## src/sv/bsi_pkg.sv

```systemverilog
// shared constants, types and breakpoint tables for the state-of-charge interpolator
// no dependencies
package bsi_pkg;

   localparam int VOLT_W = 16;
   localparam int PCT_W = 15;
   localparam int SEG_W = 4;
   localparam int NUM_W = 27;
   localparam int QUO_W = 12;
   localparam int REM_W = 16;
   localparam int CNT_W = 4;

   localparam logic [SEG_W-1:0] FIRST_SEG = 4'd1;
   localparam logic [SEG_W-1:0] LAST_POINT = 4'd10;
   localparam logic [CNT_W-1:0] LAST_STEP = 4'(QUO_W - 1);
   localparam logic [PCT_W-1:0] PCT_FULL = 15'd25600;

   typedef struct packed {
      logic done;
      logic sat;
      logic [SEG_W-1:0] seg;
   } search_status_type;

   function automatic logic [VOLT_W-1:0] point_volt(input logic [SEG_W-1:0] k);
      logic [VOLT_W-1:0] v;
      unique case (k)
         4'd0: v = 16'd0;
         4'd1: v = 16'd34585;
         4'd2: v = 16'd35525;
         4'd3: v = 16'd36011;
         4'd4: v = 16'd36470;
         4'd5: v = 16'd37261;
         4'd6: v = 16'd38302;
         4'd7: v = 16'd39118;
         4'd8: v = 16'd39995;
         4'd9: v = 16'd40823;
         4'd10: v = 16'd41607;
         default: v = 16'd41607;
      endcase
      return v;
   endfunction

   // percentage at the lower end of segment k
   function automatic logic [PCT_W-1:0] seg_base(input logic [SEG_W-1:0] k);
      logic [PCT_W-1:0] p;
      unique case (k)
         4'd1: p = 15'd0;
         4'd2: p = 15'd2560;
         4'd3: p = 15'd5120;
         4'd4: p = 15'd7680;
         4'd5: p = 15'd10240;
         4'd6: p = 15'd12800;
         4'd7: p = 15'd15360;
         4'd8: p = 15'd17920;
         4'd9: p = 15'd20480;
         4'd10: p = 15'd23040;
         default: p = 15'd0;
      endcase
      return p;
   endfunction

endpackage

```

## src/sv/battery_soc_interpolator.sv

```systemverilog
// Converts a cell voltage (0.1 mV units) into state of charge in percent with 8 fraction
// bits, by piecewise linear interpolation over an 11-point curve. A request is taken
// when start is high and busy is low; busy then stays high until the result strobe.
// The breakpoint search visits one breakpoint per cycle, then the serial divider
// produces the 12-bit quotient one bit at a time and raises its done flag, and the
// result is registered with the strobe; a voltage at or above full charge skips the
// divider. rsp_valid is high for exactly one cycle with rsp_charge_percent; the receiver
// cannot stall it, so it must take the result then.
// depends on bsi_pkg, bsi_search, bsi_divider
module battery_soc_interpolator (
   input  logic clock,
   input  logic reset,
   input  logic start,
   output logic busy,
   input  logic [15:0] req_cell_voltage,
   output logic rsp_valid,
   output logic [14:0] rsp_charge_percent
);
   import bsi_pkg::*;

   localparam logic [1:0] ST_IDLE = 2'd0;
   localparam logic [1:0] ST_SEARCH = 2'd1;
   localparam logic [1:0] ST_DIVIDE = 2'd2;

   logic [1:0] state_ff, state_in;
   logic [VOLT_W-1:0] v_ff, v_in;
   logic [PCT_W-1:0] base_ff, base_in;
   logic rsp_valid_ff, rsp_valid_in;
   logic [PCT_W-1:0] pct_ff, pct_in;

   logic accept;
   search_status_type status;
   logic div_start;
   logic div_done;
   logic [QUO_W-1:0] quotient;
   logic [VOLT_W-1:0] vlo;
   logic [REM_W-1:0] span;
   logic [VOLT_W-1:0] delta;
   logic [NUM_W-1:0] dividend;

   assign accept = start && !busy;
   assign busy = state_ff != ST_IDLE;

   assign vlo = point_volt(status.seg - 4'd1);
   assign span = point_volt(status.seg) - vlo;
   assign delta = v_ff - vlo;
   // times 2560 as two shifts
   assign dividend = {delta, 11'd0} + {2'd0, delta, 9'd0};
   assign div_start = (state_ff == ST_SEARCH) && status.done && !status.sat;

   bsi_search u_search (
      .clock(clock),
      .reset(reset),
      .start(accept),
      .voltage(req_cell_voltage),
      .status(status)
   );

   bsi_divider u_divider (
      .clock(clock),
      .reset(reset),
      .start(div_start),
      .dividend(dividend),
      .divisor(span),
      .done(div_done),
      .quotient(quotient)
   );

   always_comb begin
      state_in = state_ff;
      v_in = v_ff;
      base_in = base_ff;
      rsp_valid_in = 1'b0;
      pct_in = pct_ff;
      unique case (state_ff)
         ST_IDLE: begin
            if (accept) begin
               v_in = req_cell_voltage;
               state_in = ST_SEARCH;
            end
         end
         ST_SEARCH: begin
            if (status.done) begin
               if (status.sat) begin
                  rsp_valid_in = 1'b1;
                  pct_in = PCT_FULL;
                  state_in = ST_IDLE;
               end else begin
                  base_in = seg_base(status.seg);
                  state_in = ST_DIVIDE;
               end
            end
         end
         ST_DIVIDE: begin
            if (div_done) begin
               rsp_valid_in = 1'b1;
               pct_in = base_ff + {3'd0, quotient};
               state_in = ST_IDLE;
            end
         end
         default: begin
            state_in = ST_IDLE;
         end
      endcase
   end

   always_ff @(posedge clock) begin
      if (reset) begin
         state_ff <= ST_IDLE;
         rsp_valid_ff <= 1'b0;
      end else begin
         state_ff <= state_in;
         rsp_valid_ff <= rsp_valid_in;
      end
      v_ff <= v_in;
      base_ff <= base_in;
      pct_ff <= pct_in;
   end

   assign rsp_valid = rsp_valid_ff;
   assign rsp_charge_percent = pct_ff;

`ifndef SYNTHESIS
   a_result_range: assert property (@(posedge clock) disable iff (reset)
      rsp_valid |-> (rsp_charge_percent <= PCT_FULL))
      else $error("charge percent above full scale");
   a_accept_busy: assert property (@(posedge clock) disable iff (reset)
      accept |=> busy)
      else $error("busy not raised after request");
   a_div_done_state: assert property (@(posedge clock) disable iff (reset)
      div_done |-> (state_ff == ST_DIVIDE))
      else $error("divider finished outside divide phase");
   a_strobe_idle: assert property (@(posedge clock) disable iff (reset)
      rsp_valid |-> !busy)
      else $error("result strobe while busy");
`endif

endmodule

```

## src/sv/bsi_search.sv

```systemverilog
// breakpoint sequencer: walks the voltage curve one breakpoint per cycle
// depends on bsi_pkg
module bsi_search (
   input  logic clock,
   input  logic reset,
   input  logic start,
   input  logic [bsi_pkg::VOLT_W-1:0] voltage,
   output bsi_pkg::search_status_type status
);
   import bsi_pkg::*;

   logic running_ff, running_in;
   logic [SEG_W-1:0] k_ff, k_in;
   logic [VOLT_W-1:0] v_ff, v_in;
   logic ge;
   logic advance;

   assign ge = v_ff >= point_volt(k_ff);
   assign advance = ge && (k_ff != LAST_POINT);

   always_comb begin
      running_in = running_ff;
      k_in = k_ff;
      v_in = v_ff;
      if (start) begin
         running_in = 1'b1;
         k_in = FIRST_SEG;
         v_in = voltage;
      end else if (running_ff) begin
         if (advance) begin
            k_in = k_ff + 4'd1;
         end else begin
            running_in = 1'b0;
         end
      end
   end

   always_ff @(posedge clock) begin
      if (reset) begin
         running_ff <= 1'b0;
      end else begin
         running_ff <= running_in;
      end
      k_ff <= k_in;
      v_ff <= v_in;
   end

   assign status.done = running_ff && !advance;
   assign status.sat = ge;
   assign status.seg = k_ff;

endmodule

```

## src/sv/bsi_divider.sv

```systemverilog
// restoring divider, one quotient bit per cycle through a shift register
// depends on bsi_pkg
module bsi_divider (
   input  logic clock,
   input  logic reset,
   input  logic start,
   input  logic [bsi_pkg::NUM_W-1:0] dividend,
   input  logic [bsi_pkg::REM_W-1:0] divisor,
   output logic done,
   output logic [bsi_pkg::QUO_W-1:0] quotient
);
   import bsi_pkg::*;

   logic running_ff, running_in;
   logic done_ff, done_in;
   logic [CNT_W-1:0] cnt_ff, cnt_in;
   logic [REM_W-1:0] rem_ff, rem_in;
   logic [QUO_W-1:0] quo_ff, quo_in;
   logic [REM_W-1:0] div_ff, div_in;
   logic [REM_W:0] trial;
   logic [REM_W:0] diff;
   logic fits;

   assign trial = {rem_ff, quo_ff[QUO_W-1]};
   assign diff = trial - {1'b0, div_ff};
   assign fits = trial >= {1'b0, div_ff};

   always_comb begin
      running_in = running_ff;
      done_in = 1'b0;
      cnt_in = cnt_ff;
      rem_in = rem_ff;
      quo_in = quo_ff;
      div_in = div_ff;
      if (start) begin
         running_in = 1'b1;
         cnt_in = '0;
         // quotient stays below 2^12, so the high part is already below the divisor
         rem_in = {1'b0, dividend[NUM_W-1:QUO_W]};
         quo_in = dividend[QUO_W-1:0];
         div_in = divisor;
      end else if (running_ff) begin
         rem_in = fits ? diff[REM_W-1:0] : trial[REM_W-1:0];
         quo_in = {quo_ff[QUO_W-2:0], fits};
         cnt_in = cnt_ff + 4'd1;
         if (cnt_ff == LAST_STEP) begin
            running_in = 1'b0;
            done_in = 1'b1;
         end
      end
   end

   always_ff @(posedge clock) begin
      if (reset) begin
         running_ff <= 1'b0;
         done_ff <= 1'b0;
         cnt_ff <= '0;
      end else begin
         running_ff <= running_in;
         done_ff <= done_in;
         cnt_ff <= cnt_in;
      end
      rem_ff <= rem_in;
      quo_ff <= quo_in;
      div_ff <= div_in;
   end

   assign done = done_ff;
   assign quotient = quo_ff;

`ifndef SYNTHESIS
   a_no_overlap: assert property (@(posedge clock) disable iff (reset)
      running_ff |-> !done_ff)
      else $error("divider done while still running");
   a_step_count: assert property (@(posedge clock) disable iff (reset)
      running_ff |-> (cnt_ff <= LAST_STEP))
      else $error("divider step count out of range");
   a_rem_below: assert property (@(posedge clock) disable iff (reset)
      running_ff |-> (rem_ff < div_ff))
      else $error("partial remainder not below divisor");
`endif

endmodule

```

## config.mk

```make
export PLATFORM = sky130hd
export DESIGN_NAME = battery_soc_interpolator
export DESIGN_NICKNAME = d
export VERILOG_FILES = /design/src/sv/bsi_pkg.sv /design/src/sv/battery_soc_interpolator.sv /design/src/sv/bsi_search.sv /design/src/sv/bsi_divider.sv
export SDC_FILE = /design/constraint.sdc
export NUM_CORES = 1
export LEC_CHECK = 0
export BUFFER_PORTS_ARGS = -buffer_cell sky130_fd_sc_hd__buf_2
export CAP_MARGIN = 25
export CORE_ASPECT_RATIO = 1.2
export CORE_MARGIN = 4
export CORE_UTILIZATION = 55
export DETAILED_ROUTE_END_ITERATION = 16
export PLACE_DENSITY = 0.72
export SLEW_MARGIN = 20
export SYNTH_ARGS = -nofsm -noshare
export SYNTH_HDL_FRONTEND = slang
export SYNTH_SLANG_ARGS = --single-unit
```

## constraint.sdc

```tcl
create_clock -name clock -period 16.1 [get_ports clock]
set_input_delay 2.415 -clock clock [delete_from_list [all_inputs] [get_ports clock]]
set_output_delay 2.415 -clock clock [all_outputs]
set_load 0.1 [all_outputs]
```

### Word level (Yosys, flattened, before mapping)

Memories as Yosys holds them, arrays and structs flattened. A register that Yosys moved wholly into a read port is not among the register bits.
Index checks and enable logic that the tools add are counted.

* order comparisons: 2
* multiplexer cells: 29
* equality and inequality tests: 8
* bitwise logic cells: 2
* $add $sub $neg: 8
* reductions and logical operators: 19

Operators with widths (number)
* 15-bit two-way mux: 5
* 16-bit subtractor: 3
* 15-bit case mux with 2 select lines: 1
* 27-bit by 25-bit adder with 27-bit output: 1
* 12-bit two-way mux: 2
* 17-bit by 16-bit greater-or-equal comparator with 1-bit output: 1
* 16-bit greater-or-equal comparator: 1
* 16-bit two-way mux: 1
* 4-bit two-way mux: 4
* 15-bit by 12-bit adder with 15-bit output: 1
* 1-bit two-way mux: 10
* 4-bit by 1-bit adder with 4-bit output (second input constant): 2
* 2-bit two-way mux: 4
* 2-bit case mux with 3 select lines: 1
* 3-bit AND reduction: 2
* 2-bit nonzero test: 3
* 1-bit logical AND: 5
* 4-bit equality test (second input constant): 1
* 2-bit by 1-bit != test with 1-bit output (second input constant): 2
* 2-bit != test (second input constant): 2
* 4-bit != test (second input constant): 1
* 2-bit AND reduction: 2
* 4-bit AND reduction: 1
* 4-bit by 1-bit subtractor with 4-bit output (second input constant): 1
* other kinds (8): 11

* word-level logic and storage cells: 87
* output and inout port bits: 17
* register bits after elaboration: 120
* bits in read-only memories: 816
* memories kept: 4

Memories
* (name not given): depth 16, bits a word 15, read ports 1, clocked after memory_dff 1, write ports 0, RTL line bsi_pkg.sv:26 `unique case (k)`
* (name not given): depth 16, bits a word 15, read ports 1, clocked after memory_dff 0, write ports 0, RTL line bsi_pkg.sv:26
* (name not given): depth 16, bits a word 15, read ports 1, clocked after memory_dff 1, write ports 0, RTL line bsi_pkg.sv:26
* (name not given): depth 16, bits a word 6, read ports 1, clocked after memory_dff 1, write ports 0, RTL line bsi_pkg.sv:46 `unique case (k)`

### Depth between registers and ports, before layout

* word-level depth: 7
* depth in mapped cells: 25
* gate-level depth less buffers: 23

### By module

Synthesis repeated with hierarchy kept, for this count alone.

* cells, all modules: 946
* area total of the unflattened synthesis: 9263.9 um^2

By module, submodules not included
* battery_soc_interpolator: instances 1, cells an instance 510, area an instance 4446.8 um^2
* bsi_divider: instances 1, cells an instance 270, area an instance 2947.8 um^2
* bsi_search: instances 1, cells an instance 166, area an instance 1869.3 um^2

### Worst setup path before layout

Ideal clock, no wire load.

* kind: register to register
* from: reg u_search.k_ff[0]
* to: reg u_divider.rem_ff[14] (data pin)
* period minus slack after synthesis: 5.208 ns
* stages on the path, launching flop included: 23
* setup slack: 10.892 ns
* data required time: 15.835 ns
* arrival: 4.943 ns
* path buffers: 4
* path through: dfxtp_1 > clkbuf_1 > inv_1 > ha_1 > buf_2 > xnor2_2 > clkbuf_1 > nor2_1 > o22ai_1 > ha_1 > buf_4 > a21o_1 > a21o_1 > a21o_1 > a2111o_1 > a21oi_1 > xnor2_1 > ha_1 > and3_1 > a2111oi_4 > o21bai_1 > a21oi_1 > o31ai_2

* word-level cells in the longest chain between the ends: 7
* elaborated cells on any way between the ends: 11

Ends and longest elaborated chain
* from (decl): RTL line bsi_search.sv:13 `logic [SEG_W-1:0] k_ff, k_in;`
* from (signal assigned): RTL line bsi_search.sv:44 `k_ff <= k_in;`
* branches (longest 6 deep; another with 27-bit by 25-bit adder with 27-bit output)
* 15-bit two-way mux *: RTL line bsi_divider.sv:35 `if (start) begin`
* named net u_divider.rem_in[14]: RTL line bsi_divider.sv:17 `logic [REM_W-1:0] rem_ff, rem_in;`
* to (signal assigned): RTL line bsi_divider.sv:63 `rem_ff <= rem_in;`
* to (decl): RTL line bsi_divider.sv:17

Mark *: on every way through the listed nets, which the timed path passes.
A chain may end at the register's enable or synchronous reset.

### Final worst setup path

Same ends and word-level chain as after synthesis.

==> flow_summary.json <==
{
  "die_h_um": 141.2,
  "synth_top_area_share_pct": 29.52,
  "hold_start": "u_divider.cnt_ff[2]",
  "drv_slew": 0,
  "path_cells": "inv_1 > ha_1 > xnor2_2 > nand2_1 > nor2_1 > a21oi_1 > ha_1 > inv_1 > nand2_1 > or2_2 > a31oi_1 > o21ai_0 > a21oi_1 > xnor2_1 > ha_1 > a21oi_1 > o21a_1 > o21ai_0 > and3_1 > a2111oi_4 > o21bai_1 > a21oi_1 > o31ai_2",
  "dieArea_mm2": 0.01681,
  "layout-drive-gt1-share_pct": 9.019,
  "crit_top_cell": "a21oi_1",
  "reg2reg_setup_slack_ns": 10.18,
  "drt-wirelength-per-cell_um": 15.57,
  "tightest_slew_ns": 0.8310,
  "r2r_cells": 23,
  "h-tree-depth": 3,
  "antenna_found_initial": 0,
  "yosys_most_used_dff": "edfxtp_1",
  "reg2reg_to": "u_divider.rem_ff[14]",
  "grt_pass1_vias": 5824,
  "setup_viol": 0,
  "drtAntennaViolNets": 0,
  "post-dp-hpwl_um": 13360,
  "gp_congestion": 0.8824,
  "cts-resized-gates": 0,
  "fin_crit_sh_pct": 36.76,
  "clkSinkCount": 110,
  "postCtsHoldBufs": 0,
  "hold_violations": 0,
  "synth-seq-cells": 110,
  "ys_seq_area_share_pct": 36.91,
  "vias": 6134,
  "first_pass_iters": 5,
  "ios": 36,
  "diodes": 0,
  "netlist.top_cell.by_area": "edfxtp_1",
  "layout_min_cycle_time_ns": 5.919,
  "synthesis.area_mm2": 0.008137,
  "wl_um": 16920,
  "tns_ns": 0,
  "critPathRequiredTime_ns": 16.20,
  "syn_area_per_cell_um2": 9.516,
  "synth_cell_types": 79,
  "status": "finished, final reports clean",
  "cp-end-kind": "flip-flop",
  "synth_edf_count": 80,
  "synthArstFlopShare_pct": 0,
  "cts_setup_buffers": 0,
  "finalNetCount": 991,
  "holdCritPathClass": "flip-flop to flip-flop",
  "grt_max_degree": 34,
  "criticalPathCategory": "flip-flop to flip-flop",
  "clock_latency_ns": 0.36,
  "r2r-start": "u_search.k_ff[0]",
  "syn_to_final_growth_pct": 7.781,
  "track_usage_pct": 20.95,
  "clock-root-buffer": "clkbuf_16",
  "fp-row-count": 48,
  "num-fill-cells": 1263,
  "netlist_instances": 855,
  "cts_buffers": 9,
  "core_mm2": 0.01447,
  "die_w_um": 119.0,
  "cts_tree": "yes",
  "slew_headroom_pct": 44.27,
  "skew_ns": 0.01163,
  "path_max_fanout": 17,
  "fmax_mhz": 168.9,
  "synth_area_leaders": "edfxtp_1, ha_1, dfxtp_1",
  "syn_nets": 964,
  "drv_cap": 0,
  "clkTransAtPathRegs_ns": 0.08,
  "cpMaxStageDelayCell": "dfxtp_1",
  "ys_warn_count": 0,
  "worst_setup_path_start_kind": "flip-flop",
  "worstPathArrival_ns": 6.02,
  "drcViolationCount": 0,
  "max_stage_delay_ns": 0.66,
  "initial_core_util_pct": 56.22,
  "whs_endpoint": "u_divider.done",
  "globalRoute.totalOverflow": 0,
  "rsz0062_at_grt": "false",
  "vias_per_cell": 5.643,
  "clk_path_buf_depth": 2,
  "drt_iter0_drc": 389,
  "holdPathStages": 1,
  "grt_pass1_wl_um": 28550,
  "io_buffer_count": 35
}
critical path: cells and delay by family, from the launching register on:
family / cells / cell delay [ns]
AO/OA/AOI/OAI: 11 / 1.91
XOR/XNOR: 2 / 0.75
buffers and inverters: 2 / 0.37
flip-flops: 1 / 0.66
adder cells (fa/ha/maj): 3 / 0.93
AND/OR/NAND/NOR: 5 / 1.05
cells in the mapped netlist, types with 4 or more instances:
cell type	count
buf_4	7
nor2_1	62
and2_1	26
o21a_1	10
nand3_1	19
or2_2	8
and3_1	8
a31oi_1	8
a21o_1	20
a21oi_1	50
nand3b_1	4
a221oi_1	4
edfxtp_1	80
ha_1	86
mux2i_1	21
xor2_1	17
xnor2_1	32
maj3_1	5
a211oi_1	9
fa_1	4
dfxtp_1	30
or3_1	6
nor2b_1	18
o22ai_1	8
nor4_1	4
nand2b_1	7
o211ai_1	7
nand4_1	6
o21ai_0	55
clkbuf_1	9
inv_1	76
a21boi_0	10
nand2_1	58
nor3_1	13
through the flow:
stage	cell area (µm²)	cells	utilization, %	hold slack [ns]	worst slack, ns
6_report	8770	1087	60.59	0.4975	10.18
5_1_grt	8770	1087	60.59	0.5355	9.741
4_1_cts	8770	1087	60.59	0.5017	10.28
3_5_place_dp	8448	1071	58.37	0.4892	10.33
3_3_place_gp	8441	1070	58.32	0.4879	10.47
2_1_floorplan	8137	855	-	0.4551	10.89
how the worst max path moves through the flow:
| stage | slack (ns) | from | to | cells past startpoint |
|---|---|---|---|---|
| 3_3_place_gp | 10.47 | u_search.k_ff[0] | u_divider.rem_ff[14] | 23 |
| 5_1_grt | 9.74 | u_search.k_ff[0] | u_divider.rem_ff[14] | 23 |
| 2_1_floorplan | 10.89 | u_search.k_ff[0] | u_divider.rem_ff[14] | 22 |
| 3_5_place_dp | 10.33 | u_search.k_ff[0] | u_divider.rem_ff[14] | 23 |
| 6_report | 10.18 | u_search.k_ff[0] | u_divider.rem_ff[14] | 23 |
| 4_1_cts | 10.28 | u_search.k_ff[0] | u_divider.rem_ff[14] | 23 |
cells by family after synthesis:
kind of cell / Yosys count / synth area share (%)
flip-flops: 110 / 36.91
XOR/XNOR: 52 / 6.013
adder cells (fa/ha/maj): 95 / 14.82
multiplexers: 21 / 2.583
AO/OA/AOI/OAI: 223 / 18.51
AND/OR/NAND/NOR: 253 / 15.79
buffers and inverters: 101 / 5.367
layout make-up:
| type | instances | area [µm²] | share of cell area [%] |
|---|---|---|---|
| well taps | 200 | 250.2 | 2.853 |
| clock inverters | 7 | 96.34 | 1.099 |
| inverters | 78 | 292.8 | 3.339 |
| clock buffers | 9 | 225.2 | 2.568 |
| flip-flops and latches | 110 | 3003 | 34.24 |
| repair buffers | 39 | 205.2 | 2.340 |
| multi-input cells | 644 | 4697 | 53.56 |
routing by layer:
metal	track usage, %	up-vias	share of wire (%)	wire length [µm]
li1	-	3151	-	-
met1	26.57	2844	45	7644
met2	37.24	120	50	8518
met3	2.970	19	3.0	507
met4	5.857	0	1.5	253
met5	0	-	0	0
layout by cell type (no fill, tap or decap), drive strengths merged, types with 5 or more instances in the layout:
cell type / netlist / layout
a211oi: 9 / 9
a21boi: 10 / 10
a21o: 21 / 21
a21oi: 50 / 50
a31oi: 8 / 8
and2: 26 / 26
and3: 8 / 8
buf: 13 / 39
clkbuf: 9 / 9
clkinv: 1 / 6
dfxtp: 30 / 30
edfxtp: 80 / 80
ha: 86 / 86
inv: 77 / 79
maj3: 5 / 5
mux2i: 21 / 21
nand2: 58 / 58
nand2b: 7 / 7
nand3: 19 / 19
nand4: 6 / 6
nor2: 62 / 62
nor2b: 18 / 18
nor3: 14 / 14
o211ai: 7 / 7
o21a: 10 / 10
o21ai: 59 / 59
o22ai: 8 / 8
or2: 8 / 8
or3: 7 / 7
xnor2: 34 / 34
xor2: 18 / 18
Power is not shown: default switching activity piles up to over one toggle a cycle in this logic, so the estimate is an artifact.
